===== config.mk =====
export PLATFORM = sky130hd
export DESIGN_NAME = rbd_front
export DESIGN_NICKNAME = d
export VERILOG_FILES = /design/src/rtl/rbd_pkg.sv /design/src/rtl/rbd_front.sv
export SDC_FILE = /design/constraint.sdc
export NUM_CORES = 2
export LEC_CHECK = 0
export BUFFER_PORTS_ARGS = -buffer_cell sky130_fd_sc_hd__buf_2
export CORE_ASPECT_RATIO = 2
export CORE_MARGIN = 3
export CORE_UTILIZATION = 40
export DETAILED_ROUTE_END_ITERATION = 16
export PLACE_DENSITY = 0.53
export RECOVER_POWER = 25
export SYNTH_ARGS = -nofsm -noshare
export SYNTH_HDL_FRONTEND = slang
export SYNTH_SLANG_ARGS = --single-unit

===== constraint.sdc =====
create_clock -name clock -period 9.1 [get_ports clock]
set_clock_uncertainty 0.05 [all_clocks]
set_input_delay 0.455 -clock clock [delete_from_list [all_inputs] [get_ports clock]]
set_output_delay 0.455 -clock clock [all_outputs]
set_load 0.05 [all_outputs]

===== src/rtl/rbd_pkg.sv =====
`timescale 1ns / 1ps
// rbd_pkg: widths, item structs and cell struct shared by the rounded box distance block
package rbd_pkg;

   // coordinate format: signed fixed point, fraction position does not matter to the datapath
   localparam int COORD_W = 24;
   localparam int HALF_W  = COORD_W - 1;
   // squared length of three clamped axes always fits in twice the coordinate width
   localparam int SUM_W   = 2 * COORD_W;
   // root of the squared length, one bit per cell
   localparam int ROOT_W  = COORD_W;
   localparam int STEPS   = COORD_W;
   // partial remainder with room for the two incoming bits
   localparam int REM_W   = COORD_W + 3;

   // largest positive distance
   localparam logic [COORD_W-1:0] DIST_MAX = {1'b0, {(COORD_W-1){1'b1}}};

   typedef struct packed {
      logic signed [COORD_W-1:0] point_x;
      logic signed [COORD_W-1:0] point_y;
      logic signed [COORD_W-1:0] point_z;
      logic [HALF_W-1:0]         half_x;
      logic [HALF_W-1:0]         half_y;
      logic [HALF_W-1:0]         half_z;
      logic [HALF_W-1:0]         round_radius;
   } req_type;

   typedef struct packed {
      logic signed [COORD_W-1:0] distance;
      logic                      saturated;
   } rsp_type;

   // what one square root cell hands to the next
   typedef struct packed {
      logic              valid;
      logic [SUM_W-1:0]  radicand;
      logic [REM_W-1:0]  rem;
      logic [ROOT_W-1:0] root;
      logic [HALF_W-1:0] radius;
   } cell_type;

endpackage


===== src/rtl/rbd_front.sv =====
`timescale 1ns / 1ps
// rbd_front: per-axis excess, squares and squared length ahead of the root chain
module rbd_front (
   input  logic             clock,
   input  logic             reset,
   input  logic             enable,
   input  logic             in_valid,
   input  rbd_pkg::req_type in_data,
   output rbd_pkg::cell_type out_cell
);

   logic [rbd_pkg::COORD_W-1:0] mag_x, mag_y, mag_z;
   logic [rbd_pkg::COORD_W:0]   diff_x, diff_y, diff_z;
   logic [rbd_pkg::COORD_W-1:0] ex_x_in, ex_y_in, ex_z_in;
   logic [rbd_pkg::COORD_W-1:0] ex_x_ff, ex_y_ff, ex_z_ff;
   logic [rbd_pkg::HALF_W-1:0]  rad_a_ff, rad_b_ff, rad_c_ff;
   logic                        val_a_ff, val_b_ff, val_c_ff;
   logic [rbd_pkg::SUM_W-1:0]   sq_x_in, sq_y_in, sq_z_in;
   logic [rbd_pkg::SUM_W-1:0]   sq_x_ff, sq_y_ff, sq_z_ff;
   logic [rbd_pkg::SUM_W-1:0]   sum_in, sum_ff;

   // magnitude; the most negative value maps to its exact unsigned magnitude
   always_comb begin
      mag_x = in_data.point_x[rbd_pkg::COORD_W-1] ? (~in_data.point_x + 1'b1) : in_data.point_x;
      mag_y = in_data.point_y[rbd_pkg::COORD_W-1] ? (~in_data.point_y + 1'b1) : in_data.point_y;
      mag_z = in_data.point_z[rbd_pkg::COORD_W-1] ? (~in_data.point_z + 1'b1) : in_data.point_z;
   end

   // subtract half extent, clamp at zero
   always_comb begin
      diff_x  = {1'b0, mag_x} - {2'b00, in_data.half_x};
      diff_y  = {1'b0, mag_y} - {2'b00, in_data.half_y};
      diff_z  = {1'b0, mag_z} - {2'b00, in_data.half_z};
      ex_x_in = diff_x[rbd_pkg::COORD_W] ? '0 : diff_x[rbd_pkg::COORD_W-1:0];
      ex_y_in = diff_y[rbd_pkg::COORD_W] ? '0 : diff_y[rbd_pkg::COORD_W-1:0];
      ex_z_in = diff_z[rbd_pkg::COORD_W] ? '0 : diff_z[rbd_pkg::COORD_W-1:0];
   end

   // one multiplier per axis
   always_comb begin
      sq_x_in = ex_x_ff * ex_x_ff;
      sq_y_in = ex_y_ff * ex_y_ff;
      sq_z_in = ex_z_ff * ex_z_ff;
      sum_in  = sq_x_ff + sq_y_ff + sq_z_ff;
   end

   // item valid through the three front stages
   always_ff @(posedge clock) begin
      if (reset) begin
         val_a_ff <= 1'b0;
         val_b_ff <= 1'b0;
         val_c_ff <= 1'b0;
      end else if (enable) begin
         val_a_ff <= in_valid;
         val_b_ff <= val_a_ff;
         val_c_ff <= val_b_ff;
      end
   end

   // payload stages
   always_ff @(posedge clock) begin
      if (enable) begin
         ex_x_ff  <= ex_x_in;
         ex_y_ff  <= ex_y_in;
         ex_z_ff  <= ex_z_in;
         rad_a_ff <= in_data.round_radius;
         sq_x_ff  <= sq_x_in;
         sq_y_ff  <= sq_y_in;
         sq_z_ff  <= sq_z_in;
         rad_b_ff <= rad_a_ff;
         sum_ff   <= sum_in;
         rad_c_ff <= rad_b_ff;
      end
   end

   // seed of the root chain
   always_comb begin
      out_cell.valid    = val_c_ff;
      out_cell.radicand = sum_ff;
      out_cell.rem      = '0;
      out_cell.root     = '0;
      out_cell.radius   = rad_c_ff;
   end

endmodule


Word level (Yosys, flattened, before mapping)
Index checks and enable logic that the tools add are counted.

storage, ports and cells
  bits in read-only memories = 0
  memory bits (writable) = 0
  input port bits = 168
  output and inout bits = 123
  bits in latches = 0
  bits in registers = 336
  memories = 0

cells by class
  order comparisons = 0
  multipliers = 3
  add/subtract/negate cells = 8
  reduce and logical (&&, ||, !) cells = 0
  eq/ne operators = 0
  multiplexer cells = 3
  div/mod/pow operators = 0
  shift operators = 0
  bitwise operators = 3

operators by type and width
  kind                   count
  $mul 24x24->48         3
  $add 48x48->48         2
  $sub 24x23->25         3
  $add 24x1->24 const B  3
  $mux 24                3
  $not 24->24            3

Longest topological paths before layout
  depth in word-level cells = 4
  mapped depth = 28
  gate-level depth less buffers = 27

Worst setup path after synthesis
OpenSTA, ideal clock, no wires.

  path kind = register to register
  from = register ex_y_ff[17] (netlist name)
  to = register sq_y_ff[46] (netlist name), data pin
  slack = 1.680 ns
  clock period less this slack = 7.420 ns
  data required time = 8.794 ns
  stages on the path, launching flop included = 28
  data arrival time = 7.115 ns
  cell sequence = edfxtp_1 -> clkbuf_1 -> clkbuf_1 -> nand2_1 -> fa_1 -> inv_1 -> fa_1 -> inv_1 -> fa_1 -> fa_1 -> inv_1 -> fa_1 -> fa_1 -> inv_1 -> fa_1 -> inv_1 -> ha_1 -> clkbuf_1 -> a21oi_1 -> o221ai_1 -> a221oi_1 -> nand3b_1 -> o21ai_0 -> o21ai_0 -> a21oi_1 -> o21bai_1 -> or4_1 -> and4_1

on the way
  longest elaborated chain between the ends = 1

RTL lines
  element                   line             source
  start: declaration        rbd_front.sv:15  logic [rbd_pkg::COORD_W-1:0] ex_x_ff, ex_y_ff, ex_z_ff;
  start signal: assignment  rbd_front.sv:64  ex_y_ff <= ex_y_in;
  $mul 24x24->48            rbd_front.sv:42  sq_y_in = ex_y_ff * ex_y_ff;
  net sq_y_in, one bit      rbd_front.sv:18  logic [rbd_pkg::SUM_W-1:0] sq_x_in, sq_y_in, sq_z_in;
  end signal: assignment    rbd_front.sv:68  sq_y_ff <= sq_y_in;
  end: declaration          rbd_front.sv:19  logic [rbd_pkg::SUM_W-1:0] sq_x_ff, sq_y_ff, sq_z_ff;

The timed path passes the listed nets, and every way through them passes these cells.
A chain may end at the register's enable or synchronous reset.

Worst setup path after layout
  from = register ex_y_ff[5] (netlist name)
  to = register sq_y_ff[46] (netlist name), data pin

The elaborated chain is that of the path after synthesis.

==> key figures <==
Timing
  • Fin crit share: 91.8%
  • Final setup viols: 0
  • RSZ-0062 raised after global routing: false
  • Fin Hold WS: 0.0545 ns
  • Final hold vios: 0
  • Final max-slew violation count: between 100 and 150
  • Final worst slack: 0.742 ns
  • Worst Tran Pin Value: 6.44 ns
  • Peak Freq: between 0.1 and 0.15 GHz
  • Final min period: 8.36 ns
  • Setup TNS: 0 ns
  • Slew headroom: -329%

Global routing
  • Overall Global Routing Usage: 21.5%
  • Met1 Use GR: 20.5%
  • Initial antenna violation count: 4
  • Met3 Usage GRT: 1.54%
  • Met2 usage in global routing: a little over two fifths
  • Busiest grt layer: met2
  • Number of global-route vias before repair: 53700
  • Largest net degree at the start of global routing: 153
  • Global-route wire length before repair: 291 mm
  • GR Overflow Total: 0

Floorplan
  • # IOs: 291
  • Row count: 212
  • Die Ht: roughly 600 um
  • Die Footprint: between 150000 and 200000 sq um
  • Core area: 167000 sq um
  • DIE WIDTH: 297 um
  • Starting Density: 40.4%

CTS
  • Hold buffers post-CTS: 24
  • Max Root-Sink Buffers: 3
  • Worst skew pair latency: 0.65 ns
  • Clk root buf: clkbuf_16
  • Clock sink count: 333
  • Post-CTS setup repair buffer count: 0
  • CTS buffer count: 41
  • CTS clk-pin slew, worst paths: 0.05 ns
  • H-tree depth: 2
  • Post-cts resize count: 0
  • CTS tree: yes

Worst hold path
  • Worst min-delay path class: input pin to flop

Route
  • Total length of routed wires: ~180 mm
  • ANT nets after route: 0
  • WL/cell: between 15 and 20 um
  • Iteration-0 DRC Markers: roughly 1900
  • Vias: approximately 47000
  • Initial DRT Pass Iterations: 7
  • Via/cell ratio: between 4 and 5
  • DRC Markers: 0

Synth
  • Post-synth top cells: 1902 x inv_1, 1316 x fa_1, 647 x ha_1
  • Post-synthesis async set-or-reset flop share: 0%
  • Synth top area cells: fa_1 39%, edfxtp_1 15%, ha_1 12%
  • EDFF count, synth: 330
  • Number of cells produced by synthesis: between 6000 and 7000
  • Yosys top cell by area: fa_1
  • Most frequent cell after synthesis: inv_1
  • Syn. warnings: 0
  • Cell variety after synth: 85
  • Yosys reg bits: 333
  • Synth top area share: 39.0%
  • Top_reg_cell synth: edfxtp_1
  • Seq/Total Area, Yosys: 14.7%
  • Mapped cell area: approximately 68000 sq um
  • Syn_area_per_cell: 9.67 sq um

Outcome
  • Failing checks: capacitance limit, slew limit
  • Status: finished, violations left

Placement
  • Dpl hpwl: 158 mm
  • Routability cong.: between 0.9 and 1
  • Pre-CTS WS: approximately 0.7 ns
  • IO buf count: between 200 and 250

Flow run
  • Max-Cap Viols: 1

Setup path
  • WP data arrival: between 8 and 9 ns
  • Slowest-stage cell, CP: edfxtp_1
  • Max incr delay on CP: 0.98 ns
  • Crit path kind: flop to flop
  • CP Launch Type: flop
  • Worst Path Required: 9.45 ns
  • Worst Setup End Kind: flop
  • Worst Path Max Fanout: 17
  • Most frequent CP cell: fa_1

Cells and area
  • Share of cells above drive strength 1: roughly 6.3%
  • Area growth syn-to-layout: 8.16%
  • Fillers: 16400
  • Nets: 9350
per-layer routing:
metal	wire length (um)	vias to the layer above	share of wire, %
met1	59900	23900	32
li1	-	21600	-
met5	0	-	0
met4	13000	0	7.0
met3	4780	451	2.6
met2	107000	967	58
stage by stage:
step / cells / utilization (%) / instance area, sq um
final: 9497 / 43.7 / 73100
after global routing: 9497 / 43.7 / 73100
after CTS: 9496 / 43.7 / 73200
after detailed placement: 9399 / 42.7 / 71500
after global placement: 9399 / 42.7 / 71500
after floorplan: 7045 / - / 67800
critical path: cells and delay by family, from the launching register on:
family	cells	cell delay [ns]
AO/OA/AOI/OAI	7	1.62
adder cells (fa/ha/maj)	8	4.04
buffers and inverters	6	0.45
flip-flops	1	0.98
AND/OR/NAND/NOR	4	0.97
cell families (layout without fill, tap and decap cells):
logic type	after synthesis	after routing	share of synthesized area, %
other cells	1	55	0.00555
flops	333	333	14.7
compound gates	751	751	7.22
fa+ha+maj	1963	1963	50.9
mux	14	14	0.216
simple gates	1488	1488	10.7
buf+inv	2134	2338	12.2
xor+xnor	308	308	3.99
final cells by class:
class                      instances  area (sq um)  area share (%)
multi-input combinational       4578         49600            67.8
sequential                       333          9970            13.6
inverter                        1903          7140            9.77
tap                             2247          2810            3.84
timing repair buffer             362          2180            2.98
clock buffer                      42          1030            1.41
clock inverter                    31           383           0.523
antenna                            1          2.50         0.00342
path summary, 6_finish.rpt:
check | depth (start not counted) | endpoint | slack, ns | startpoint
setup / recovery | 25 | sq_y_ff[46] | 0.74 | ex_y_ff[5]
hold / removal | 3 | val_a_ff | 0.05 | in_valid
setup reg to reg | 25 | sq_y_ff[46] | 0.74 | ex_y_ff[5]
hold reg to reg | 0 | rad_b_ff[3] | 0.37 | rad_a_ff[3]
layout by cell type, fill, tap and decap left out, drive strengths merged, types with 139 or more instances in the layout:
master and instances:
nand2 583, edfxtp 330, nor2 243, xnor2 216, o21ai 139, fa 1316, ha 647, buf 335
and2 354, inv 1909, a21oi 237
sequential cells by signal, indices dropped and copies added (netlist names), 24 cells and up:
signal	count
sq_x_ff	47
ex_y_ff	24
ex_z_ff	24
ex_x_ff	24
sq_z_ff	47
sq_y_ff	47
sum_ff	48
Power is not shown: default switching activity piles up to over one toggle a cycle in this logic, so the estimate is an artifact.
