==> src/rtl/rbd_pkg.sv <==
`timescale 1ns / 1ps
// rbd_pkg: widths, item structs and cell struct shared by the rounded box distance block
package rbd_pkg;

   // coordinate format: signed fixed point, fraction position does not matter to the datapath
   localparam int COORD_W = 24;
   localparam int HALF_W  = COORD_W - 1;
   // squared length of three clamped axes always fits in twice the coordinate width
   localparam int SUM_W   = 2 * COORD_W;
   // root of the squared length, one bit per cell
   localparam int ROOT_W  = COORD_W;
   localparam int STEPS   = COORD_W;
   // partial remainder with room for the two incoming bits
   localparam int REM_W   = COORD_W + 3;

   // largest positive distance
   localparam logic [COORD_W-1:0] DIST_MAX = {1'b0, {(COORD_W-1){1'b1}}};

   typedef struct packed {
      logic signed [COORD_W-1:0] point_x;
      logic signed [COORD_W-1:0] point_y;
      logic signed [COORD_W-1:0] point_z;
      logic [HALF_W-1:0]         half_x;
      logic [HALF_W-1:0]         half_y;
      logic [HALF_W-1:0]         half_z;
      logic [HALF_W-1:0]         round_radius;
   } req_type;

   typedef struct packed {
      logic signed [COORD_W-1:0] distance;
      logic                      saturated;
   } rsp_type;

   // what one square root cell hands to the next
   typedef struct packed {
      logic              valid;
      logic [SUM_W-1:0]  radicand;
      logic [REM_W-1:0]  rem;
      logic [ROOT_W-1:0] root;
      logic [HALF_W-1:0] radius;
   } cell_type;

endpackage

==> src/rtl/rbd_sqrt_cell.sv <==
`timescale 1ns / 1ps
// rbd_sqrt_cell: one digit-by-digit square root step, takes two radicand bits, yields one root bit
module rbd_sqrt_cell (
   input  logic              clock,
   input  logic              reset,
   input  logic              enable,
   input  rbd_pkg::cell_type in_cell,
   output rbd_pkg::cell_type out_cell
);

   logic [rbd_pkg::REM_W-1:0] shifted;
   logic [rbd_pkg::REM_W-1:0] trial;
   logic                      fits;
   rbd_pkg::cell_type         cell_in, cell_ff;

   // bring down the next two radicand bits and try root*4+1
   always_comb begin
      shifted = {in_cell.rem[rbd_pkg::REM_W-3:0],
                 in_cell.radicand[rbd_pkg::SUM_W-1:rbd_pkg::SUM_W-2]};
      trial   = rbd_pkg::REM_W'({in_cell.root, 2'b01});
      fits    = (shifted >= trial);
      cell_in.valid    = in_cell.valid;
      cell_in.radicand = {in_cell.radicand[rbd_pkg::SUM_W-3:0], 2'b00};
      cell_in.rem      = fits ? (shifted - trial) : shifted;
      cell_in.root     = {in_cell.root[rbd_pkg::ROOT_W-2:0], fits};
      cell_in.radius   = in_cell.radius;
   end

   // hand the partial result to the next cell
   always_ff @(posedge clock) begin
      if (reset) begin
         cell_ff.valid <= 1'b0;
      end else if (enable) begin
         cell_ff.valid <= cell_in.valid;
      end
      if (enable) begin
         cell_ff.radicand <= cell_in.radicand;
         cell_ff.rem      <= cell_in.rem;
         cell_ff.root     <= cell_in.root;
         cell_ff.radius   <= cell_in.radius;
      end
   end

   assign out_cell = cell_ff;

endmodule

==> config.mk <==
export PLATFORM = sky130hd
export DESIGN_NAME = rbd_sqrt_cell
export DESIGN_NICKNAME = d
export VERILOG_FILES = /design/src/rtl/rbd_pkg.sv /design/src/rtl/rbd_sqrt_cell.sv
export SDC_FILE = /design/constraint.sdc
export NUM_CORES = 1
export LEC_CHECK = 0
export BUFFER_PORTS_ARGS = -buffer_cell sky130_fd_sc_hd__buf_2
export CAP_MARGIN = 10
export CELL_PAD_IN_SITES_DETAIL_PLACEMENT = 1
export CELL_PAD_IN_SITES_GLOBAL_PLACEMENT = 1
export CORE_UTILIZATION = 25
export CTS_CLUSTER_SIZE = 12
export DETAILED_ROUTE_END_ITERATION = 8
export HOLD_SLACK_MARGIN = 0.08
export PLACE_DENSITY = 0.68
export SYNTH_ARGS = -nofsm -noshare
export SYNTH_HDL_FRONTEND = slang
export SYNTH_SLANG_ARGS = --single-unit
==> constraint.sdc <==
create_clock -name clock -period 5.6 [get_ports clock]
set_input_delay 0.56 -clock clock [delete_from_list [all_inputs] [get_ports clock]]
set_output_delay 0.56 -clock clock [all_outputs]
set_load 0.005 [all_outputs]
---- After elaboration in Yosys (flattened, before gate mapping) ----
Index checks and enable logic that the tools add are counted.
cells by class
  add/subtract/negate cells ............... 1
  $lt $le $gt $ge ......................... 1
  muxes and demuxes ....................... 1
operators with widths
  kind                                          count
  greater-or-equal comparator 27 x 26 -> 1 bit  1
  2-to-1 mux 27 bit                             1
  subtractor 27 x 26 -> 27 bit                  1
storage, ports and cells
  bits in registers ....................... 121
  logic and storage cells ................. 8

---- Depth between registers and ports, before layout ----
Gate-level depths: netlist (run 1).
  word-level depth ........................ 2
  mapped depth ............................ 13
  depth with buffers taken out ............ 10

---- Least setup slack after synthesis (run 1) ----
OpenSTA, ideal clock, no wires.
  path kind ............................... input -> register
  start ................................... input in_cell[37] (netlist bit)
  end ..................................... register cell_ff, in the netlist out_cell[60] (data pin)
  setup time .............................. 262 ps
  data arrival time ....................... 2574 ps
  slack ................................... 2763 ps
  cell stages on the path ................. 12
  cell sequence ........................... inv_1 -> ha_1 -> buf_2 -> nand3_2 -> or3_1 -> o41a_1 -> o31a_1 -> a41oi_2 -> a31oi_1 -> buf_6 -> inv_2 -> mux2_1
RTL lines
  item             line                 RTL
  start, declared  rbd_sqrt_cell.sv:7   input rbd_pkg::cell_type in_cell,
  end, declared    rbd_sqrt_cell.sv:14  rbd_pkg::cell_type cell_in, cell_ff;

==> impl_metrics.py, run 1 <==
metrics = {
    "clock_tree": {
        "cts_resized": 0,
        "number_of_clock_buffers_inserted_by_tritoncts": 17,
        "cts.sinks": 121,
        "tritoncts_clock_tree": "done",
        "clkTransAtPathRegs_ns": 0.06,
        "htree_num_levels": 4,
        "cts-root-to-sink-buffers": 2,
        "clk-insertion-delay-late_ns": 0.41,
        "clk_root_buffer_cell": "sky130_fd_sc_hd__clkbuf_16",
        "postCtsSetupRepairBufs": 0,
        "cts_hold_buffers": 0,
    },
    "sta": {
        "tightestPinTransition_ns": 0.990,
        "timing.hold.ws_ns": 0.301,
        "timing.final.crit_period_ns": 3.45,
        "hold_violations": 0,
        "rsz0062_at_grt": "no",
        "setup_viol": 0,
        "setup_total_negative_slack_ns": 0,
        "post-route-period-util_pct": 61.7,
        "skew_ns": 0,
        "timing.fmax_mhz": 289,
        "setup_ws_ns": 2.15,
        "slew_headroom_pct": 34.0,
        "slew_violations": 0,
    },
    "yosys": {
        "synth-edff-count": 120,
        "yosysWarningCount": 0,
        "synth_area_per_cell_sq_um": 13.4,
        "yosys_register_bits": 121,
        "cells_after_synthesis": 413,
        "seq_area_frac_synth_pct": 65.5,
        "synth_ff_type": "sky130_fd_sc_hd__edfxtp_1",
        "synth_area_sq_um": 5530,
        "synth-async-reset-ratio_pct": 0,
        "synth.distinct_cells": 58,
    },
    "pwr": {
        "total_power_uw": 2600,
        "power.ir.vdd_worst_mv": 0.173,
        "total_leakage_power_uw": 0.00327,
        "power.density_cell_area_nw_per_um2": 342,
    },
    "setup_path": {
        "startpoint_type": "primary input",
        "timing.critical_path.required_ns": 5.75,
        "critical_path.max_fanout": 30,
        "path_class": "primary input to flop",
        "timing.critical_path.arrival_ns": 3.60,
        "critical_path.endpoint_type": "flop",
    },
    "drt": {
        "detailroute.via_count": 4224,
        "drt_drc_violations_left": 0,
        "antenna_left": 0,
        "dr.pass1.iters": 5,
        "drt_iter0_markers": 178,
        "via_per_inst": 4.41,
        "drt-wirelength-per-cell_um": 17.4,
        "wirelength_um": 16600,
    },
    "place": {
        "gp_congestion": 0.755,
        "pre_cts_ws_ns": 1.64,
        "estimated_wirelength_of_the_detail_placed_design_um": 12800,
        "port-buffer-count": 244,
    },
    "floorplanning": {
        "io_pins": 249,
        "rows": 54,
        "die_area_sq_um": 22700,
        "dieWidth_um": 151,
        "die_y_um": 151,
        "core_region_area_sq_um": 21800,
        "floorplan.initialDensity_pct": 25.4,
    },
    "finish": {
        "drive_gt1_share_pct": 44.5,
        "fin_nets": 815,
        "largest_register_ff_count": 121,
        "layout_commonest_cell": "sky130_fd_sc_hd__buf_2",
        "area_delta_synth_final_pct": 37.5,
        "final_cell_mix": "sky130_fd_sc_hd__buf_2 (243), sky130_fd_sc_hd__edfxtp_1 (120), sky130_fd_sc_hd__nand2_1 (39), sky130_fd_sc_hd__inv_1 (30), sky130_fd_sc_hd__ha_1 (26)",
    },
    "global_routing": {
        "first_pass_grt_wire_length_um": 23700,
        "first_global_vias": 4199,
        "grt_max_degree": 72,
        "gr-total-overflow": 0,
        "antenna_found_initial": 3,
        "global_route_usage_over_all_layers_pct": 14.2,
    },
    "job": {
        "max-cap-violations": 0,
    },
    "hold_path": {
        "worstHoldPathType": "primary input to flop",
    },
    "run_status": {
        "run_status": "finished, final reports clean",
    },
}
## cell families (layout without fill, tap and decap cells)
group                    Yosys count  in the layout  synth area share [%]
AND/OR/NAND/NOR                   93             93                  7.85
AO/OA/AOI/OAI                     99             99                  12.1
adder cells (fa/ha/maj)           26             26                  5.88
XOR/XNOR                          21             21                  3.46
buffers and inverters             47            309                  4.07
other                              1              4                0.0678
multiplexers                       5              5                  1.04
flip-flops                       121            121                  65.5
## stage by stage
step	instance area (sq um)	utilization [%]	std cells
CTS	7600	34.9	956
detailed placement	7030	32.3	924
floorplan	5530	-	414
finish	7600	34.9	958
global route	7600	34.9	956
global placement	7030	32.3	924
## Yosys cell counts (all sizes together) (2+ instances only)
library cell	instances	area, sq um
edfxtp	120	3600
nand2	39	146
o21ai	37	219
inv	31	116
ha	26	325
a21oi	22	114
nor2	18	67.6
buf	13	97.6
nand3	12	65.1
xnor2	12	113
xor2	9	78.8
a21o	8	60.1
nand4	7	43.8
nand2b	4	25.0
o21a	4	30.0
a31oi	3	18.8
clkbuf	3	11.3
mux2	3	37.5
nor2b	3	18.8
o211ai	3	22.5
or2	3	18.8
a211oi	2	20.0
a31o	2	17.5
and2	2	12.5
mux2i	2	20.0
nor3	2	15.0
o21bai	2	15.0
o221ai	2	17.5
o31a	2	17.5
o31ai	2	15.0
or3	2	12.5
## report_power, final
group          internal, uW  switching (uW)  total [uW]
Clock                   622             454        1080
Sequential             1100            21.3        1120
Combinational           178             222         400
Total                  1900             697        2600
## layer usage
metal	share of wire (%)	GRT usage (%)	wire, um	vias to the layer above
met5	0.20	0	34	-
met4	1.5	5.70	242	4
met3	9.1	4.61	1520	15
met2	51	25.7	8450	160
li1	-	-	-	2039
met1	38	15.2	6380	2006
## critical path: stages
cell                      delay, ns
sky130_fd_sc_hd__buf_2         0.09
sky130_fd_sc_hd__inv_1         0.05
sky130_fd_sc_hd__ha_1          0.43
sky130_fd_sc_hd__a21oi_2       0.26
sky130_fd_sc_hd__o21a_1        0.19
sky130_fd_sc_hd__o21ai_1       0.09
sky130_fd_sc_hd__a31oi_1       0.29
sky130_fd_sc_hd__a41oi_2       0.25
sky130_fd_sc_hd__a31oi_4       0.87
sky130_fd_sc_hd__buf_4         0.40
sky130_fd_sc_hd__o31ai_1       0.12
## layout make-up
class	count	area, sq um
fillers	2452	14200
flip-flops and latches	121	3620
multi-input cells	246	1700
repair buffers	246	1240
clock buffers	18	429
well taps	280	350
clock inverters	14	139
inverters	31	116
diodes	2	5.00
## final timing paths
path	startpoint	to	slack, ns	depth (start not counted)
hold / removal	reset	out_cell[122]$_SDFFE_PP0P_	0.30	2
setup / recovery	in_cell[35]	out_cell[65]$_DFFE_PP_	2.15	11
setup reg to reg	out_cell[122]$_SDFFE_PP0P_	out_cell[122]$_SDFFE_PP0P_	5.01	2
hold reg to reg	out_cell[122]$_SDFFE_PP0P_	out_cell[122]$_SDFFE_PP0P_	0.51	2
Power figures use the tool's default switching activity.
==> run 2, diff against run 1 <==
--- a/config.mk
+++ b/config.mk
@@ -13,7 +13,7 @@
 export CTS_CLUSTER_SIZE = 12
 export DETAILED_ROUTE_END_ITERATION = 8
 export HOLD_SLACK_MARGIN = 0.08
-export PLACE_DENSITY = 0.68
+export PLACE_DENSITY = 0.7
 export SYNTH_ARGS = -nofsm -noshare
 export SYNTH_HDL_FRONTEND = slang
 export SYNTH_SLANG_ARGS = --single-unit
==> constraint.sdc (replaced) <==
create_clock -name clock -period 3.05 [get_ports clock]
set_input_delay 0.305 -clock clock [delete_from_list [all_inputs] [get_ports clock]]
set_output_delay 0.305 -clock clock [all_outputs]
set_load 0.005 [all_outputs]
==> impl_metrics.py, run 2 (same netlist as run 1, synthesis figures left out) <==
metrics = {
    "finish": {
        "final_instance_area_sq_um": 8900,
        "drive_gt1_share_pct": 43.1,
        "layout_commonest_cell": "sky130_fd_sc_hd__buf_2",
        "final_cell_mix": "sky130_fd_sc_hd__buf_2 (243), sky130_fd_sc_hd__edfxtp_1 (120), sky130_fd_sc_hd__dlygate4sd3_1 (92), sky130_fd_sc_hd__buf_4 (45), sky130_fd_sc_hd__nand2_1 (39)",
        "largest_register_ff_count": 121,
        "n_fill_cell": 2428,
        "area_delta_synth_final_pct": 61.1,
        "fin_nets": 952,
        "stdcell_count": 1095,
    },
    "clock_tree": {
        "htree_num_levels": 4,
        "tritoncts_clock_tree": "done",
        "cts-root-to-sink-buffers": 2,
        "clkTransAtPathRegs_ns": 0.06,
        "clk-insertion-delay-late_ns": 0.41,
        "clk_root_buffer_cell": "sky130_fd_sc_hd__clkbuf_16",
        "number_of_clock_buffers_inserted_by_tritoncts": 17,
        "cts.sinks": 121,
    },
    "global_routing": {
        "grt_max_degree": 122,
        "first_pass_grt_wire_length_um": 27700,
        "first_global_vias": 5158,
        "antenna_found_initial": 3,
        "global_route_usage_over_all_layers_pct": 16.4,
        "gr-total-overflow": 0,
    },
    "pwr": {
        "combPwrFrac_pct": 18.8,
        "clockPowerShare_pct": 39.7,
        "seqPwrFrac_pct": 41.5,
        "power.density_cell_area_nw_per_um2": 558,
        "internal_power_uw": 3640,
        "power_switching_uw": 1340,
        "switching_share_pct": 26.9,
        "total_leakage_power_uw": 0.00389,
        "power.ir.vdd_worst_mv": 0.313,
    },
    "drt": {
        "antenna_left": 0,
        "drt_drc_violations_left": 0,
        "via_per_inst": 4.34,
        "drt_iter0_markers": 141,
        "dr.pass1.iters": 4,
        "detailroute.via_count": 4754,
        "drt-wirelength-per-cell_um": 17.2,
        "wirelength_um": 18900,
    },
    "job": {
        "max-cap-violations": 0,
    },
    "setup_path": {
        "critPathBufInv": 4,
        "startpoint_type": "primary input",
        "path_class": "primary input to flop",
        "timing.critical_path.required_ns": 3.22,
        "worst_path_dominant_cell_family": "buffers and inverters",
        "critical_path.max_fanout": 8,
        "worstPathCellList": "dlygate4sd3_1 -> buf_2 -> inv_1 -> ha_1 -> nand4_1 -> or3_1 -> o41a_1 -> o31a_1 -> a41oi_2 -> a31oi_4 -> buf_12 -> mux2_4",
        "critical_path.max_stage_delay_ns": 0.55,
        "cp_slowest_cell": "sky130_fd_sc_hd__dlygate4sd3_1",
        "critical_path.endpoint_type": "flop",
        "timing.critical_path.arrival_ns": 3.09,
    },
    "place": {
        "pre_cts_ws_ns": -0.0322,
        "estimated_wirelength_of_the_detail_placed_design_um": 13200,
        "gp_congestion": 0.734,
        "dpl.cell_count": 967,
        "detailed_place.area_sq_um": 7380,
        "port-buffer-count": 244,
    },
    "sta": {
        "slew_headroom_pct": 54.1,
        "rsz0062_at_grt": "no",
        "timing.fmax_mhz": 341,
        "hold_violations": 0,
        "skew_ns": 0,
        "slew_violations": 0,
        "tightestPinTransition_ns": 0.688,
        "post-route-period-util_pct": 96.0,
        "setup_viol": 0,
        "timing.final.crit_period_ns": 2.93,
        "setup_ws_ns": 0.121,
    },
    "floorplanning": {
        "floorplan.initialDensity_pct": 25.4,
        "dieWidth_um": 151,
        "rows": 54,
        "die_area_sq_um": 22700,
        "die_y_um": 151,
        "core_region_area_sq_um": 21800,
        "io_pins": 249,
    },
    "hold_path": {
        "worstHoldPathType": "primary input to flop",
    },
    "run_status": {
        "run_status": "finished, final reports clean",
    },
}
-- run 2: final timing paths --
kind	from	end	slack (ns)	cells after the start
worst max-delay path	in_cell[36]	out_cell[51]$_DFFE_PP_	0.12	12
worst min-delay path	in_cell[34]	out_cell[35]$_DFFE_PP_	0.11	1
worst min register to register	out_cell[122]$_SDFFE_PP0P_	out_cell[122]$_SDFFE_PP0P_	0.55	2
worst max register to register	out_cell[122]$_SDFFE_PP0P_	out_cell[122]$_SDFFE_PP0P_	2.43	2
-- run 2: repair_timing --
item	4_1_cts	5_1_grt
hold buffers	92	0
gates resized for setup	0	5
hold endpoints to repair	92	0
buffers inserted	0	2
setup endpoints to repair	0	18
-- run 2: worst register-to-register path, cell delays in order, from the launching register on --
cell                      delay (ns)
sky130_fd_sc_hd__dfxtp_1        0.32
sky130_fd_sc_hd__mux2i_1        0.13
sky130_fd_sc_hd__nor2_1         0.06
-- run 2: layer usage --
| metal | vias to the layer above | global-route usage, % | part of all wire, % |
|---|---|---|---|
| li1 | 2305 | - | - |
| met1 | 2264 | 16.8 | 38 |
| met2 | 164 | 31.5 | 53 |
| met3 | 19 | 4.61 | 7.0 |
| met4 | 2 | 5.80 | 1.9 |
| met5 | - | 0 | 0.064 |
-- run 2: cell type report --
cell class	count	area, sq um	area share (%)
Sequential cell	121	3620	40.7
Timing Repair Buffer	383	2530	28.4
Multi-Input combinational cell	246	1720	19.3
Clock buffer	18	429	4.82
Tap cell	280	350	3.93
Clock inverter	14	138	1.55
Inverter	31	116	1.31
Antenna cell	2	5.00	0.0562
-- run 2: power by group through the flow --
stage	registers, uW	logic [uW]	clock network [uW]
after floorplan	2120	351	0
after global placement	2090	814	0
after detailed placement	2090	834	0
after CTS	2060	935	2030
after global routing	2080	1030	2090
final	2060	936	1970
-- run 2: per-stage QoR --
stage	TNS, ns	hold slack (ns)	total power, uW	util, %
floorplan	0	0.377	2470	-
global placement	0	0.465	2900	33.9
detailed placement	-0.120	0.475	2930	33.9
CTS	0	0.0936	5020	40.7
global route	0	0.101	5200	40.9
finish	0	0.112	4970	40.9
