`config.mk`:
```
export PLATFORM = sky130hd
export DESIGN_NAME = rbd_back
export DESIGN_NICKNAME = d
export VERILOG_FILES = /design/src/rtl/rbd_pkg.sv /design/src/rtl/rbd_back.sv
export SDC_FILE = /design/constraint.sdc
export NUM_CORES = 1
export LEC_CHECK = 0
export BUFFER_PORTS_ARGS = -buffer_cell sky130_fd_sc_hd__buf_2
export CAP_MARGIN = 0
export CORE_MARGIN = 3
export CORE_UTILIZATION = 53
export CTS_CLUSTER_DIAMETER = 150
export DETAILED_ROUTE_END_ITERATION = 7
export PLACE_DENSITY = 0.88
export SLEW_MARGIN = 25
export SYNTH_ARGS = -nofsm -noshare
export SYNTH_HDL_FRONTEND = slang
export SYNTH_SLANG_ARGS = --single-unit
```
`constraint.sdc`:
```
create_clock -name clock -period 8.7 [get_ports clock]
set_input_delay 0.435 -clock clock [delete_from_list [all_inputs] [get_ports clock]]
set_output_delay 0.435 -clock clock [all_outputs]
set_load 0.005 [all_outputs]
```
`src/rtl/rbd_pkg.sv`:
```
`timescale 1ns / 1ps
// rbd_pkg: widths, item structs and cell struct shared by the rounded box distance block
package rbd_pkg;

   // coordinate format: signed fixed point, fraction position does not matter to the datapath
   localparam int COORD_W = 24;
   localparam int HALF_W  = COORD_W - 1;
   // squared length of three clamped axes always fits in twice the coordinate width
   localparam int SUM_W   = 2 * COORD_W;
   // root of the squared length, one bit per cell
   localparam int ROOT_W  = COORD_W;
   localparam int STEPS   = COORD_W;
   // partial remainder with room for the two incoming bits
   localparam int REM_W   = COORD_W + 3;

   // largest positive distance
   localparam logic [COORD_W-1:0] DIST_MAX = {1'b0, {(COORD_W-1){1'b1}}};

   typedef struct packed {
      logic signed [COORD_W-1:0] point_x;
      logic signed [COORD_W-1:0] point_y;
      logic signed [COORD_W-1:0] point_z;
      logic [HALF_W-1:0]         half_x;
      logic [HALF_W-1:0]         half_y;
      logic [HALF_W-1:0]         half_z;
      logic [HALF_W-1:0]         round_radius;
   } req_type;

   typedef struct packed {
      logic signed [COORD_W-1:0] distance;
      logic                      saturated;
   } rsp_type;

   // what one square root cell hands to the next
   typedef struct packed {
      logic              valid;
      logic [SUM_W-1:0]  radicand;
      logic [REM_W-1:0]  rem;
      logic [ROOT_W-1:0] root;
      logic [HALF_W-1:0] radius;
   } cell_type;

endpackage

```
`src/rtl/rbd_back.sv`:
```
`timescale 1ns / 1ps
// rbd_back: round the root, subtract the radius and saturate into the result register
module rbd_back (
   input  logic              clock,
   input  logic              reset,
   input  logic              enable,
   input  rbd_pkg::cell_type in_cell,
   output logic              out_valid,
   output rbd_pkg::rsp_type  out_data
);

   logic [rbd_pkg::ROOT_W:0]    rounded;
   logic [rbd_pkg::COORD_W+1:0] diff;
   logic                        over;
   rbd_pkg::rsp_type            rsp_in, rsp_ff;
   logic                        valid_ff;

   // round to nearest: bump when the remainder exceeds the root
   always_comb begin
      rounded = {1'b0, in_cell.root} +
                (rbd_pkg::ROOT_W + 1)'(rbd_pkg::REM_W'(in_cell.root) < in_cell.rem);
      diff    = (rbd_pkg::COORD_W + 2)'(rounded) - (rbd_pkg::COORD_W + 2)'(in_cell.radius);
      over    = !diff[rbd_pkg::COORD_W+1] &&
                (diff[rbd_pkg::COORD_W:0] > (rbd_pkg::COORD_W + 1)'(rbd_pkg::DIST_MAX));
      rsp_in.distance  = over ? rbd_pkg::DIST_MAX : diff[rbd_pkg::COORD_W-1:0];
      rsp_in.saturated = over;
   end

   // result register
   always_ff @(posedge clock) begin
      if (reset) begin
         valid_ff <= 1'b0;
      end else if (enable) begin
         valid_ff <= in_cell.valid;
      end
   end

   always_ff @(posedge clock) begin
      if (enable) begin
         rsp_ff <= rsp_in;
      end
   end

   assign out_valid = valid_ff;
   assign out_data  = rsp_ff;

endmodule

```
Word-level counts from Yosys, hierarchy flattened
Index checks and enable logic that the tools add are counted.
{ "word_totals": {"ff_bits": 26, "word_cells": 9, "out_inout_bits": 26, "input_bits": 126} }
{ "op_classes": {"add_sub_neg": 2, "reduce_logical": 2, "order_cmp": 2} }
{ "ops": {"columns": ["operator", "n"], "rows": [
  ["$lt 24x27->1", 1],
  ["$sub 25x23->26", 1],
  ["$add 24x1->25", 1],
  ["$gt 25x23->1 const B", 1],
  ["$logic_and 1x1->1", 1],
  ["$logic_not 1->1", 1]
]} }

Logic depth before layout (Yosys ltp)
Gate-level depths: netlist of the first run.
{ "depth": {"ltp_word": 5, "ltp_mapped": 22, "depth_no_buf": 21} }

Least setup slack after synthesis of the first run
OpenSTA, ideal clock, no wires.
{ "synth_timing": {"path_kind": "input to register", "startpoint": "input in_cell[59] (netlist name)", "endpoint": "register rsp_ff, in the netlist out_data[14], data pin", "path_stages": 22, "t_required_ns": 8.433, "path_slack_ns": 4.393, "setup_ns": 0.267, "t_arrival_ns": 4.040, "n_path_buf": 1, "cell_sequence": "inv_1 -> ha_1 -> a21o_1 -> a21o_1 -> a21o_1 -> a21oi_1 -> o221ai_1 -> a211oi_1 -> nor3_1 -> ha_1 -> inv_1 -> ha_1 -> inv_1 -> fa_1 -> nor2b_1 -> o31a_1 -> o21ai_1 -> a211oi_1 -> o21ai_0 -> xnor2_1 -> buf_2 -> o211ai_1"} }
{ "synth_via": {"elab_chain_len": 5, "elab_cells_between_ends": 6, "cone_classes": "add/sub: 2; order compare: 2; reduce/logical: 2"} }
{ "synth_lines": {"columns": ["item", "line", "text"], "rows": [
  ["start, declared", "rbd_back.sv:7", "input rbd_pkg::cell_type in_cell,"],
  ["$lt 24x27->1 *", "rbd_back.sv:21", "(rbd_pkg::ROOT_W + 1)'(rbd_pkg::REM_W'(in_cell.root) < in_cell.rem);"],
  ["$add 24x1->25 *", "rbd_back.sv:20", "rounded = {1'b0, in_cell.root} +"],
  ["$sub 25x23->26 *", "rbd_back.sv:22", "diff = (rbd_pkg::COORD_W + 2)'(rounded) - (rbd_pkg::COORD_W + 2)'(in_cell.radius);"],
  ["$gt 25x23->1 or $logic_not 1->1 (tied branches)", "rbd_back.sv:24, rbd_back.sv:23", null],
  ["$logic_and 1x1->1", "rbd_back.sv:23", "over = !diff[rbd_pkg::COORD_W+1] &&"],
  ["end signal, assigned", "rbd_back.sv:40", "rsp_ff <= rsp_in;"],
  ["end, declared", "rbd_back.sv:15", "rbd_pkg::rsp_type rsp_in, rsp_ff;"]
]} }
Every way passes the cells marked *; elsewhere a longest branch is shown, timed or not.
A chain may end at the register's enable or synchronous reset.

Final worst setup path of the first run
{ "layout_timing": {"startpoint": "input in_cell[35] (netlist name)", "endpoint": "register rsp_ff, in the netlist out_data[16], data pin"} }
{ "layout_via": {"elab_chain_len": 5, "elab_cells_between_ends": 6, "cone_classes": "add/sub: 2; order compare: 2; reduce/logical: 2"} }
{ "layout_lines": {"columns": ["item", "line"], "rows": [
  ["$lt 24x27->1", "rbd_back.sv:21"],
  ["$add 24x1->25 *", "rbd_back.sv:20"],
  ["$sub 25x23->26 *", "rbd_back.sv:22"],
  ["$gt 25x23->1 or $logic_not 1->1 (tied branches)", "rbd_back.sv:24, rbd_back.sv:23"],
  ["$logic_and 1x1->1", "rbd_back.sv:23"]
]} }
Marked as above.

==> results of run 1 <==
worst max-delay path: stages:
cell      delay, ns
buf_2          0.11
ha_1           0.30
a21o_1         0.16
a21o_1         0.17
a21o_1         0.17
a21oi_1        0.14
o221ai_1       0.14
a211oi_1       0.28
nor3_1         0.15
ha_1           0.29
inv_1          0.06
ha_1           0.17
inv_1          0.06
fa_1           0.38
nor2b_1        0.22
o31a_1         0.22
o21ai_1        0.13
a211oi_1       0.46
o21ai_0        0.21
xnor2_1        0.18
buf_4          0.27
o221ai_1       0.16
power by group:
part           leakage, nW  internal [mW]  switching, mW
logic                 1.89          0.121          0.155
clock network       0.0288         0.0404         0.0341
registers            0.256          0.169        0.00507
total                 2.17          0.331          0.194
sequential cells by signal, summed over array words and instances (netlist names):
name,flops
out_data,25
out_valid,1
synth_stat cells, drive strengths merged (4+ instances only):
library cell / n
o21a: 6
or3: 5
a211oi: 5
a21oi: 28
nand4: 4
ha: 71
buf: 11
nand2: 18
nor2b: 6
o21ai: 19
a21o: 22
nor3: 7
and2: 4
inv: 51
a31oi: 9
o221ai: 4
xnor2: 11
edfxtp: 25
o211ai: 20
xor2: 5
nor2: 20
nand3: 4
and3: 7
nand2b: 6
per-layer routing:
layer / share of wire (%) / GRT usage, % / vias to the layer above
met5: 0 / 0 / -
met4: 0.38 / 2.55 / 0
met3: 6.0 / 0.851 / 3
met2: 47 / 36.2 / 115
met1: 46 / 30.0 / 1504
li1: - / - / 1668
worst paths after layout:
check / end / from / slack (ns) / cells after the start
min: out_valid / reset / 0.31 / 2
max reg2reg: out_valid / out_valid / 8.12 / 2
max: out_data[16] / in_cell[35] / 3.78 / 22
min reg2reg: out_valid / out_valid / 0.51 / 2
kinds of logic (layout without fill, tap and decap cells):
| group | Yosys count | after routing | share of synthesized area [%] |
|---|---|---|---|
| AO/OA/AOI/OAI | 127 | 127 | 25.4 |
| AND/OR/NAND/NOR | 89 | 89 | 13.9 |
| adder cells (fa/ha/maj) | 72 | 72 | 26.1 |
| buffers and inverters | 63 | 159 | 7.69 |
| flip-flops | 26 | 26 | 22.1 |
| XOR/XNOR | 16 | 16 | 4.02 |
| multiplexers | 3 | 3 | 0.862 |
stage by stage:
step	power [mW]	util, %	cell area [um2]	setup slack, ns
final	0.525	66.5	4080	3.78
after global routing	0.569	66.5	4080	3.34
after CTS	0.527	66.5	4080	3.79
after detailed placement	0.451	65.6	4020	3.52
after global placement	0.442	65.6	4020	3.69
after floorplan	0.369	-	3480	4.39
cell type report:
type,instances,share of cell area [%]
multi-input cells,307,59.9
flip-flops and latches,26,18.9
repair buffers,104,12.8
inverters,51,4.69
well taps,75,2.30
clock buffers,4,1.35
==> flow_summary_export.csv, run 1 <==
group,metric,value,unit
status,status,"finished clean",
placement,place_inst,563,
sta,period_needed,4.92,ns
sta,hold_viol_final,0,
sta,tns,0,ns
synth,syn_inst,396,
cts,cts_resized,0,
cts,ctsHtreeMaxLevel,1,
cts,root_buffer,"clkbuf_8",
finish,diodes,0,
floorplanning,die_h,87.1,um
synth,avgSynthCellArea,8.80,um2
floorplanning,fp.coreArea,0.00613,mm2
hold_path,hold_class,"in -> reg",
cts,clk_pin_slew,0.08,ns
synth,ys_top_cells_by_area,"ha_1, edfxtp_1, inv_1",
cts,insertion_delay,0.27,ns
synth,synth-seq-area-share,22.1,%
setup_path,worstSetupStartpointType,"input pin",
sta,drv_slew,0,
finish,layoutNonFillerInstCount,567,
routing,avgViaCountPerCell,5.80,
placement,gp_congestion,0.900,
grt,grt_pass1_vias,2961,
power,power_density,129,mW/mm2
cts,numCtsBuffers,3,
sta,worst_pin_slew,0.762,ns
floorplanning,die_area,0.00758,mm2
cts,post_cts.repair.setup_buffers,0,
job,max-cap-violations,0,
sta,slew_headroom,49.2,%
power,p_leak,2.17,nW
grt,antenna_found_initial,0,
routing,num_vias,3290,
synth,netlist_area,0.00348,mm2
sta,rsz0062_at_grt,"false",
placement,portBuffers,103,
setup_path,endpoint_kind,"flip-flop",
grt,grt_pass1_wl,13.2,mm
synth,synth_top_area_cell,"ha_1",
finish,final_common_cell,"buf_2",
floorplanning,row_count,28,
grt,grt_max_degree,27,
synth,ys_warn_count,0,
synth,synthesis.nets,594,
cts,cts_hold_buf,0,
routing,drtPass1Iterations,5,
routing,routed_wl,7.86,mm
sta,holdWs,0.311,ns
floorplanning,initial_core_util,56.8,%
routing,antenna_left,0,
routing,drc,0,
routing,wl_per_cell,13.9,um
synth,ys_types,52,
setup_path,worstPathArrival,4.90,ns
synth,synth_top_flop_cell,"edfxtp_1",
floorplanning,die_x,87.1,um
sta,setup_viol,0,
sta,clock_skew,0,ns
floorplanning,ios,152,
finish,area_growth,17.1,%
sta,fmax,203,MHz
finish,nets,691,
finish,drive_above_1_share,23.4,%
finish,regArea,771,um2
finish,multi_input_area,0.00244,mm2
cts,clock_sinks,26,
power,ir_worst_vdd,0.130,mV
grt,track_usage,21.0,%
cts,cts_tree,"built",
finish,final_cell_mix,"buf_2, ha_1, inv_1",
placement,dp_hpwl,6.78,mm
synth,synth_top_cell_area_share,25.5,%
sta,post-route-period-util,56.6,%
routing,drt-initial-drc-count,104,
setup_path,worstSetupPathType,"in -> reg",
synth,synth-edff-count,25,
synth,ys_ff_latch,26,
grt,overflow,0,
cts,clock_path_buffers,2,
finish,fillers,511,
synth,async_flop_share,0,%
setup_path,cp_max_fo,24,
setup_path,worstPathRequired,8.68,ns
Note: power is estimated with default switching activity, not from simulation.
==> inputs of run 2 (changes only) <==
- CORE_UTILIZATION: 53 -> 44
- PLACE_DENSITY: 0.88 -> 0.78
- clock period: 8.7 -> 4.1 ns (I/O delays scaled with it)
==> run 2 against run 1 <==
  * Clock power increased by 120%
  * Non-clock buffer count grew 41
  * Worst setup slack worse by 3.8 ns
  * Critical path depth is the same
  * Combinational power is 150% higher
  * Global-route usage down 1.6 points
  * Sequential power grew 110%
  * Sequential share of layout area shrank 1.9 points
  * Die area rose by 19%
  * Critical endpoint is now out_data[23]
  * Flip-flop and latch count unchanged
  * Largest cell class unchanged
==> flow_summary_export.csv, run 2 (synthesis results as in run 1) <==
group,metric,value,unit
grt,grt_max_degree,27,
cts,ctsHtreeMaxLevel,1,
routing,drtPass1Iterations,5,
routing,num_vias,3492,
cts,insertion_delay,0.27,ns
routing,wl_per_cell,14.7,um
setup_path,crit_path_top_delay_cell,"a211o_1",
floorplanning,die_h,95.0,um
finish,diodes,0,
finish,final_core_utilization,61.0,%
setup_path,worstSetupPathType,"in -> reg",
job,max-cap-violations,0,
routing,wl_met3,555,um
sta,setup_viol,0,
sta,post-route-period-util,99.7,%
finish,largest_reg_flops,25,
power,power_density,268,mW/mm2
finish,nets,732,
hold_path,hold_class,"in -> reg",
sta,holdWs,0.0876,ns
sta,slew_headroom,62.6,%
sta,worst_pin_slew,0.560,ns
power,ir_worst_vdd,0.157,mV
placement,dp_hpwl,7.68,mm
setup_path,worstReg2RegEnd,"out_valid",
hold_path,whs_path_depth,2,
setup_path,timing.rr.start,"out_valid",
sta,hold_viol_final,0,
routing,drc,0,
routing,avgViaCountPerCell,5.53,
finish,area_growth,30.5,%
floorplanning,die_area,0.00902,mm2
status,status,"finished clean",
routing,drt-initial-drc-count,158,
sta,clock_skew,0,ns
cts,numCtsBuffers,3,
sta,period_needed,4.09,ns
cts,root_buffer,"clkbuf_8",
placement,portBuffers,103,
routing,top_layer_used,"met4",
cts,cts_tree,"built",
finish,final_cell_mix,"buf_2, ha_1, inv_1",
floorplanning,initial_core_util,46.8,%
routing,drt-met1-wl,3.95,mm
cts,clk_pin_slew,0.08,ns
grt,grt_pass1_vias,3178,
setup_path,cp_cell_sequence,"buf_2 -> ha_1 -> a21o_1 -> a21oi_2 -> nor2b_1 -> o21ai_1 -> nand2b_1 -> a31oi_2 -> nor3_2 -> ha_1 -> inv_2 -> ha_4 -> inv_2 -> fa_2 -> nor2b_4 -> o31a_1 -> buf_4 -> o311a_4 -> o21a_4 -> a211o_1 -> xnor2_2 -> o211ai_1",
setup_path,reg2reg_depth,2,
setup_path,worstSetupStartpointType,"input pin",
placement,gp_congestion,0.891,
setup_path,endpoint_kind,"flip-flop",
setup_path,worstPathRequired,4.12,ns
setup_path,cp_max_fo,4,
setup_path,slowest_delay,0.33,ns
routing,antenna_left,0,
grt,track_usage,19.5,%
sta,drv_slew,0,
hold_path,hold_end,"out_valid",
floorplanning,fp.coreArea,0.00745,mm2
cts,clock_path_buffers,2,
grt,overflow,0,
floorplanning,row_count,31,
grt,antenna_found_initial,0,
routing,routed_wl,9.31,mm
finish,final_common_cell,"buf_2",
floorplanning,ios,152,
cts,cts_hold_buf,0,
cts,clock_sinks,26,
sta,fmax,245,MHz
power,p_leak,2.39,nW
finish,fillers,667,
finish,drive_above_1_share,32.6,%
floorplanning,die_x,95.0,um
routing,dr_wl_met2,4.65,mm
setup_path,rrSetupSlack,3.51,ns
setup_path,worstPathArrival,4.11,ns
hold_path,hold_path.startpoint,"reset",
grt,grt_pass1_wl,14.2,mm
[run 2: changes by cell type in the layout (fill, tap and decap cells not counted), sizes merged]
cell	change
buf	+41
[run 2: how the worst max path moves through the flow]
stage / end / slack [ns] / cells after the start / startpoint
6_report: out_data[23] / 0.01 / 22 / in_cell[43]
3_5_place_dp: out_data[19] / -0.38 / 22 / in_cell[35]
5_1_grt: out_data[23] / -0.04 / 22 / in_cell[43]
2_1_floorplan: out_data[14] / 0.02 / 22 / in_cell[59]
3_3_place_gp: out_data[19] / -0.26 / 22 / in_cell[35]
4_1_cts: out_data[19] / 0.02 / 22 / in_cell[35]
[run 2: final cells by class]
| type | count | area [um2] | area share (%) |
|---|---|---|---|
| Clock buffer | 4 | 55.1 | 1.21 |
| Inverter | 51 | 191 | 4.21 |
| Multi-Input combinational cell | 307 | 2560 | 56.2 |
| Sequential cell | 26 | 771 | 17.0 |
| Tap cell | 99 | 124 | 2.73 |
| Timing Repair Buffer | 145 | 847 | 18.6 |
[run 2: worst max-delay path: cells and delay by family]
family | cells | cell delay, ns
AOI/OAI and AO/OA | 9 | 2.01
xor gates and xnor gates | 1 | 0.17
adders and majority gates | 4 | 1.00
buffers and inverters | 4 | 0.38
and+or+nand+nor | 4 | 0.35
[run 2: report_power, final]
| group | switching (mW) | leakage, nW | internal, mW |
|---|---|---|---|
| registers | 0.0105 | 0.256 | 0.359 |
| clock network | 0.0761 | 0.0288 | 0.0858 |
| logic | 0.368 | 2.10 | 0.318 |
[run 2: stage by stage]
step,TNS [ns],area (um2),worst slack [ns],cells,total power [mW]
final,0,4540,0.0135,632,1.22
after global routing,-0.0636,4540,-0.0430,632,1.31
after CTS,0,4390,0.0215,625,1.17
after detailed placement,-7.64,4320,-0.377,621,1.01
after global placement,-3.20,4320,-0.256,621,0.990
after floorplan,0,3480,0.0228,396,0.783
[run 2: what timing repair did]
| item | 4_1_cts | 5_1_grt |
|---|---|---|
| setup buffers | 0 | 4 |
| setup endpoints to repair | 24 | 24 |
| cloned | 0 | 3 |
| pin swaps | 4 | 17 |
| gates resized for setup | 4 | 27 |
[run 2: per-layer routing]
| metal | track usage, % | vias up |
|---|---|---|
| li1 | - | 1744 |
| met1 | 25.0 | 1609 |
| met2 | 35.2 | 127 |
| met3 | 1.51 | 12 |
| met4 | 4.81 | 0 |
| met5 | 0 | - |
